==> config.mk <==
export PLATFORM = sky130hd
export DESIGN_NAME = positional_list_insert_remove
export DESIGN_NICKNAME = d
export VERILOG_FILES = /design/src/hw/rtl/plir_pkg.sv /design/src/hw/rtl/plir_cell.sv /design/src/hw/rtl/positional_list_insert_remove.sv
export SDC_FILE = /design/constraint.sdc
export NUM_CORES = 2
export LEC_CHECK = 0
export BUFFER_PORTS_ARGS = -buffer_cell sky130_fd_sc_hd__clkbuf_2
export CORE_UTILIZATION = 25
export DETAILED_ROUTE_END_ITERATION = 10
export GPL_TIMING_DRIVEN = 0
export PLACE_DENSITY_LB_ADDON = 0.3
export SYNTH_ARGS = -nofsm -noshare
export SYNTH_HDL_FRONTEND = slang
export SYNTH_SLANG_ARGS = --single-unit
==> constraint.sdc <==
create_clock -name i_clk -period 12.35 [get_ports i_clk]
set_input_delay 2.47 -clock i_clk [delete_from_list [all_inputs] [get_ports i_clk]]
set_output_delay 2.47 -clock i_clk [all_outputs]
set_load 0.1 [all_outputs]
==> src/hw/rtl/plir_pkg.sv <==
`default_nettype none
package plir_pkg;

    localparam logic [2:0] REQ_APPEND       = 3'd0;
    localparam logic [2:0] REQ_INSERT       = 3'd1;
    localparam logic [2:0] REQ_REMOVE_AT    = 3'd2;
    localparam logic [2:0] REQ_REMOVE_VALUE = 3'd3;
    localparam logic [2:0] REQ_CLEAR        = 3'd4;

    localparam logic [1:0] ST_OK       = 2'd0;
    localparam logic [1:0] ST_BADPOS   = 2'd1;
    localparam logic [1:0] ST_FULL     = 2'd2;
    localparam logic [1:0] ST_NOTFOUND = 2'd3;

    typedef struct packed {
        logic [2:0]  req_type;
        logic [4:0]  position;
        logic [31:0] item_value;
    } t_in_word;

    typedef struct packed {
        logic [1:0]  status;
        logic [31:0] removed_value;
        logic [4:0]  item_count;
    } t_out_word;

    typedef enum logic [1:0] {
        S_IDLE,
        S_CMP,
        S_EXEC
    } t_state;

    typedef enum logic [1:0] {
        CELL_HOLD,
        CELL_CMP,
        CELL_INSERT,
        CELL_REMOVE
    } t_cell_op;

    typedef struct packed {
        t_cell_op op;
        logic     by_value;
    } t_cell_ctl;

endpackage
`default_nettype wire

==> src/hw/rtl/plir_cell.sv <==
`default_nettype none
module plir_cell #(
    parameter int IDX = 0,
    parameter int DW  = 32,
    parameter int CW  = 5,
    parameter int PW  = 5
) (
    input  wire                   i_clk,
    input  plir_pkg::t_cell_ctl   i_ctl,
    input  wire  [PW-1:0]         i_pos,
    input  wire  [CW-1:0]         i_count,
    input  wire  [DW-1:0]         i_val,
    input  wire  [DW-1:0]         i_prev_entry,
    input  wire  [DW-1:0]         i_next_entry,
    input  wire                   i_prev_hit,
    output logic [DW-1:0]         o_entry,
    output logic                  o_hit,
    output logic [DW-1:0]         o_take
);
    import plir_pkg::*;

    logic [DW-1:0] r_entry;
    logic [DW-1:0] n_entry;
    logic          r_match;
    logic          n_match;

    always_comb begin
        n_entry = r_entry;
        n_match = r_match;
        case (i_ctl.op)
            CELL_CMP: begin
                if (i_ctl.by_value) begin
                    n_match = (r_entry == i_val) && (32'(i_count) > IDX);
                end else begin
                    n_match = (32'(i_pos) == IDX);
                end
            end
            CELL_INSERT: begin
                // a hit below means this cell sits past the insert point
                if (i_prev_hit) begin
                    n_entry = i_prev_entry;
                end else if (r_match) begin
                    n_entry = i_val;
                end
            end
            CELL_REMOVE: begin
                if (i_prev_hit || r_match) begin
                    n_entry = i_next_entry;
                end
            end
            default: begin
            end
        endcase
    end

    always_ff @(posedge i_clk) begin
        r_entry <= n_entry;
        r_match <= n_match;
    end

    assign o_entry = r_entry;
    assign o_hit   = i_prev_hit | r_match;
    // only the lowest matching cell hands out its word
    assign o_take  = (r_match && !i_prev_hit) ? r_entry : '0;

endmodule
`default_nettype wire

==> src/hw/rtl/positional_list_insert_remove.sv <==
// Each request runs an accept step, a compare pass and an update pass over
// the shifting cell row; the result word is written to the output register
// by the update pass, and no new request is taken before it completes.
// The update pass waits only while the output register is held by o-side stall.
// Reset (synchronous, active low) empties the list and drops any result.
`default_nettype none
module positional_list_insert_remove #(
    parameter int DEPTH      = 16,
    parameter int DATA_WIDTH = 32
) (
    input  wire                 i_clk,
    input  wire                 i_rst_n,
    input  wire                 i_in_valid,
    input  plir_pkg::t_in_word  i_in_word,
    output logic                o_in_stall,
    output logic                o_out_valid,
    output plir_pkg::t_out_word o_out_word,
    input  wire                 i_out_stall
);
    import plir_pkg::*;

    localparam int CW = $clog2(DEPTH + 1);
    localparam int PW = (CW > 5) ? CW : 5;

    t_state        r_state;
    t_state        n_state;
    t_in_word      r_req;
    logic [CW-1:0] r_count;
    logic [CW-1:0] n_count;
    logic          r_out_valid;
    t_out_word     r_out;

    t_cell_ctl       cell_ctl;
    t_cell_op        exec_op;
    logic [PW-1:0]   bpos;
    logic [DATA_WIDTH-1:0] val_dw;
    logic [1:0]      status;
    logic            take_out;
    logic            fire;
    logic            found;
    logic [DATA_WIDTH-1:0] removed_dw;

    logic [DATA_WIDTH-1:0] entry [DEPTH];
    logic [DATA_WIDTH-1:0] take  [DEPTH];
    logic                  hit   [DEPTH+1];

    assign val_dw = DATA_WIDTH'(r_req.item_value);
    assign hit[0] = 1'b0;
    assign found  = hit[DEPTH];

    for (genvar g = 0; g < DEPTH; g++) begin : g_cell
        logic [DATA_WIDTH-1:0] prev_entry;
        logic [DATA_WIDTH-1:0] next_entry;
        if (g == 0) begin : g_first
            assign prev_entry = '0;
        end else begin : g_mid
            assign prev_entry = entry[g-1];
        end
        if (g == DEPTH - 1) begin : g_last
            assign next_entry = '0;
        end else begin : g_inner
            assign next_entry = entry[g+1];
        end
        plir_cell #(
            .IDX (g),
            .DW  (DATA_WIDTH),
            .CW  (CW),
            .PW  (PW)
        ) u_cell (
            .i_clk        (i_clk),
            .i_ctl        (cell_ctl),
            .i_pos        (bpos),
            .i_count      (r_count),
            .i_val        (val_dw),
            .i_prev_entry (prev_entry),
            .i_next_entry (next_entry),
            .i_prev_hit   (hit[g]),
            .o_entry      (entry[g]),
            .o_hit        (hit[g+1]),
            .o_take       (take[g])
        );
    end

    always_comb begin
        removed_dw = '0;
        for (int k = 0; k < DEPTH; k++) begin
            removed_dw = removed_dw | take[k];
        end
    end

    always_comb begin
        n_state           = r_state;
        n_count           = r_count;
        status            = ST_OK;
        exec_op           = CELL_HOLD;
        take_out          = 1'b0;
        cell_ctl.op       = CELL_HOLD;
        cell_ctl.by_value = (r_req.req_type == REQ_REMOVE_VALUE);
        bpos = (r_req.req_type == REQ_APPEND) ? PW'(r_count) : PW'(r_req.position);

        unique case (r_req.req_type)
            REQ_APPEND: begin
                if (r_count >= CW'(DEPTH)) begin
                    status = ST_FULL;
                end else begin
                    exec_op = CELL_INSERT;
                    n_count = CW'(r_count + 1'b1);
                end
            end
            REQ_INSERT: begin
                if (PW'(r_req.position) > PW'(r_count)) begin
                    status = ST_BADPOS;
                end else if (r_count >= CW'(DEPTH)) begin
                    status = ST_FULL;
                end else begin
                    exec_op = CELL_INSERT;
                    n_count = CW'(r_count + 1'b1);
                end
            end
            REQ_REMOVE_AT: begin
                if (PW'(r_req.position) >= PW'(r_count)) begin
                    status = ST_BADPOS;
                end else begin
                    exec_op  = CELL_REMOVE;
                    take_out = 1'b1;
                    n_count  = CW'(r_count - 1'b1);
                end
            end
            REQ_REMOVE_VALUE: begin
                if (!found) begin
                    status = ST_NOTFOUND;
                end else begin
                    exec_op  = CELL_REMOVE;
                    take_out = 1'b1;
                    n_count  = CW'(r_count - 1'b1);
                end
            end
            REQ_CLEAR: begin
                n_count = '0;
            end
            default: begin
                status = ST_BADPOS;
            end
        endcase

        fire = (r_state == S_EXEC) && (!r_out_valid || !i_out_stall);

        unique case (r_state)
            S_IDLE: begin
                if (i_in_valid) begin
                    n_state = S_CMP;
                end
            end
            S_CMP: begin
                cell_ctl.op = CELL_CMP;
                n_state     = S_EXEC;
            end
            S_EXEC: begin
                // hold the cells until the output register can take the word
                if (fire) begin
                    cell_ctl.op = exec_op;
                    n_state     = S_IDLE;
                end
            end
            default: begin
                n_state = S_IDLE;
            end
        endcase
    end

    always_ff @(posedge i_clk) begin
        if (!i_rst_n) begin
            r_state     <= S_IDLE;
            r_count     <= '0;
            r_out_valid <= 1'b0;
        end else begin
            r_state <= n_state;
            if (fire) begin
                r_count     <= n_count;
                r_out_valid <= 1'b1;
            end else if (!i_out_stall) begin
                r_out_valid <= 1'b0;
            end
        end
    end

    always_ff @(posedge i_clk) begin
        if (r_state == S_IDLE && i_in_valid) begin
            r_req <= i_in_word;
        end
        if (fire) begin
            r_out.status        <= status;
            r_out.removed_value <= take_out ? 32'(removed_dw) : 32'd0;
            r_out.item_count    <= 5'(n_count);
        end
    end

    assign o_in_stall  = (r_state != S_IDLE);
    assign o_out_valid = r_out_valid;
    assign o_out_word  = r_out;

    a_count_bound: assert property (@(posedge i_clk) disable iff (!i_rst_n)
        r_count <= CW'(DEPTH))
        else $error("entry count above depth");

    a_accept_starts: assert property (@(posedge i_clk) disable iff (!i_rst_n)
        (i_in_valid && !o_in_stall) |=> (r_state == S_CMP))
        else $error("accepted word did not start the compare pass");

    a_result_from_exec: assert property (@(posedge i_clk) disable iff (!i_rst_n)
        $rose(o_out_valid) |-> ($past(r_state) == S_EXEC))
        else $error("result word without an update pass");

endmodule
`default_nettype wire
==> summary.md <==
| Metric | Value |
|---|---|
| Core region area | `159000 um2` |
| Slew Viols, Final | `116` |
| Final hold slack | `0.556 ns` |
| Port bufs | `84` |
| Drt total wl | `290 mm` |
| Critical Path AT | `6.98 ns` |
| Worst-Skew Late Latency | `0.75 ns` |
| RSZ-0062 raised after global routing | `false` |
| Syn Area/Cell | `9.98 um2` |
| Fmax | `149 MHz` |
| # nets final | `4293` |
| # clock sinks | `615` |
| Post-CTS Hold Buffers | `0` |
| TritonRoute pass-1 iters | `9` |
| Post-synth top flop | `edfxtp_1` |
| Synth-to-Final Area Change | `16.4%` |
| Setup crit start | `i_out_stall` |
| # rows | `146` |
| FF-to-FF Start | `r_req[39]$_DFFE_PP_` |
| Power share of the sequential group | `39.0%` |
| Area of the multi-input gates | `20300 um2` |
| Placed Instances | `6293` |
| # DRC | `0` |
| Die height | `403 um` |
| Crit path max fanout | `31` |
| HP Class | `reg -> reg` |
| Top cell type's share of synthesized area | `45.3%` |
| Top cells by area, synth | `edfxtp_1 (45%), o21ai_0 (12%), mux2i_1 (11%)` |
| Reg-to-reg endpoint | `g_cell[11].u_cell.o_entry[5]$_DFFE_PP_` |
| Vias per cell | `6.25` |
| Leading area contributor after synthesis | `edfxtp_1` |
| Synth cell types | `66` |
| First-pass GRT wire length | `371 mm` |
| Worst rel slew slack | `-7.37%` |
| Yosys warning count | `0` |
| 1st-iter DRT viols | `7074` |
| Routability congestion estimate from global placement | `1.06` |
| Fill cells | `16893` |
| Clock Power Share | `40.7%` |
| Die width | `403 um` |
| IO Count | `85` |
| Starting Density | `25.3%` |
| Sw frac | `34.9%` |
| Register area share after synthesis | `45.7%` |
| WS Path Type | `in -> reg` |
| Pin count of the biggest net entering global routing | `34` |
| CP Launch Type | `input pin` |
| Async set-reset flop share out of synthesis | `0%` |
| Yosys reg bits | `615` |
| DPL Wire Length | `222 mm` |
| Number of synthesized flops with an enable pin | `607` |
| Power per cell area | `130 nW/um2` |
| Overflow after GRT | `0` |
| Worst Tran Pin Value | `1.61 ns` |
| Cells after Synth | `4035` |
| Htree depth | `3` |
| TritonCTS buffer count | `82` |
| Pint | `3.97 mW` |
| Placed Instance Area | `44200 um2` |
| Post-cts resize count | `0` |
| Final setup viols | `0` |
| Setup crit end kind | `register` |
| Reg area | `18400 um2` |
| Outcome | `finished, violations left` |
| Post-route ant nets | `0` |
| All-Layer GR Usage | `34.5%` |
| CTS tree | `done` |
| Final min period | `6.70 ns` |
| Max VDD drop | `124 uV` |
| Vias in the first global route | `37086` |
| Post-Syn Area | `40300 um2` |
| Hold Vio Cnt, Final | `0` |
| Sw power | `2.13 mW` |
| CTS Root Cell | `clkbuf_16` |
| Clk slew on worst S/H paths | `0.06 ns` |
| Final worst path period share | `54.2%` |
| Layout cell share with drive strength beyond 1 | `8.07%` |
| Die area | `163000 um2` |
| Initial antenna violation count | `31` |
| Fin cells | `6458` |
| Worst R2R Setup Slack | `6.02 ns` |
| Final core occ | `29.5%` |
| Lkg Pwr | `14.6 nW` |
| Crit path required time | `12.64 ns` |
| Syn nets | `4093` |
| Post-CTS setup buffers | `0` |
| Layout Skew | `0.0563 ns` |
| Reg2reg path depth | `10` |
| Wire length per cell | `44.8 um` |
| Fin area | `46900 um2` |
| CP endpoint | `g_cell[11].u_cell.o_entry[5]$_DFFE_PP_` |
| CTS max path bufs | `3` |
| Comb power frac | `20.3%` |
| Vias | `40339` |
| Max-cap violations | `11` |
| Failing checks | `capacitance limit, slew limit` |
[critical path, cell delays in order]
cell	delay [ns]
clkbuf_2	0.12
a21boi_4	0.41
buf_12	0.27
and3_1	0.26
a21boi_4	0.89
or2_1	0.19
buf_2	0.51
clkbuf_1	0.56
clkbuf_1	0.66
o21ai_0	0.56
[per-layer routing]
layer	GRT usage [%]	share of wire [%]	vias to the layer above
li1	-	-	15547
met1	43.9	39	20484
met2	48.2	40	3413
met3	12.4	13	885
met4	24.1	8.3	10
met5	0	0.066	-
[cell families after synthesis]
family	after synthesis	share of synthesized area [%]
xor+xnor	513	11.2
fa+ha+maj	14	0.435
flops	615	45.7
mux	467	11.7
buf+inv	455	4.35
simple gates	580	7.40
compound gates	1391	19.3
[power by group through the flow]
stage | clock network, mW | logic (mW) | registers (mW)
6_report | 2.48 | 1.24 | 2.38
2_1_floorplan | 0 | 0.494 | 2.46
3_3_place_gp | 0 | 1.13 | 2.43
4_1_cts | 2.49 | 1.16 | 2.38
3_5_place_dp | 0 | 1.15 | 2.42
5_1_grt | 2.56 | 1.22 | 2.38
[flip-flops by register name, summed over array words and instances, names as in the netlist]
register	count
g_cell.u_cell.o_entry	512
g_cell.u_cell.r_match	16
o_out_valid	1
o_out_word	39
r_count	5
r_req	8
r_state	2
val_dw	32
[how the worst min path moves through the flow]
stage	startpoint	end	depth (start not counted)
after global placement	r_state[0]$_SDFFE_PN0P_	r_state[0]$_SDFFE_PN0P_	2
final	r_state[1]$_SDFFE_PN0P_	r_state[1]$_SDFFE_PN0P_	2
after detailed placement	r_state[1]$_SDFFE_PN0P_	r_state[1]$_SDFFE_PN0P_	2
after floorplan	r_state[1]$_SDFFE_PN0P_	r_state[1]$_SDFFE_PN0P_	2
after global routing	o_out_valid$_SDFFE_PN0P_	o_out_valid$_SDFFE_PN0P_	2
after CTS	r_state[1]$_SDFFE_PN0P_	r_state[1]$_SDFFE_PN0P_	2
[cells in the final DEF, fill, tap and decap left out, types with 19 or more instances in the layout]
| master | instances |
|---|---|
| nand3_1 | 25 |
| a21boi_0 | 20 |
| clkbuf_2 | 104 |
| nand4_1 | 74 |
| xnor2_1 | 225 |
| buf_2 | 38 |
| clkbuf_1 | 370 |
| clkbuf_16 | 82 |
| edfxtp_1 | 607 |
| and3_1 | 20 |
| nand3b_1 | 45 |
| a22oi_1 | 55 |
| o21ai_0 | 957 |
| nand2_1 | 215 |
| buf_1 | 19 |
| mux2_1 | 27 |
| xor2_1 | 288 |
| a21oi_1 | 168 |
| a221oi_1 | 25 |
| a221o_1 | 26 |
| mux2i_1 | 434 |
| nor2_1 | 48 |
| a31oi_1 | 38 |
| nor4_1 | 87 |
[stage by stage]
| stage | TNS (ns) | total power [mW] | setup slack [ns] |
|---|---|---|---|
| global route | 0 | 6.16 | 5.79 |
| global placement | -0.845 | 3.56 | -0.312 |
| floorplan | 0 | 2.96 | 5.14 |
| detailed placement | 0 | 3.57 | 5.26 |
| CTS | 0 | 6.03 | 5.96 |
| finish | 0 | 6.10 | 5.65 |
[layout make-up]
cell class                 count  area share, %
buffer                       439           3.74
clock inverter                52           1.01
tap                         2146           5.73
antenna                       12         0.0641
timing repair buffer         116           2.15
multi-input combinational   2965           43.4
clock buffer                  97           4.56
sequential                   615           39.2
inverter                      16          0.128
[cell usage after synthesis, drive strengths merged, types with 25 or more instances]
library cell / instances
a221oi: 25
nand3: 25
a31oi: 38
o21ai: 963
a221o: 26
xor2: 288
nand2: 215
nor4: 89
buf: 61
mux2i: 434
nand4: 74
nand3b: 45
a21oi: 170
clkbuf: 378
a22oi: 55
nor2: 61
xnor2: 225
mux2: 33
edfxtp: 607
(Power assumes the default switching activity.)
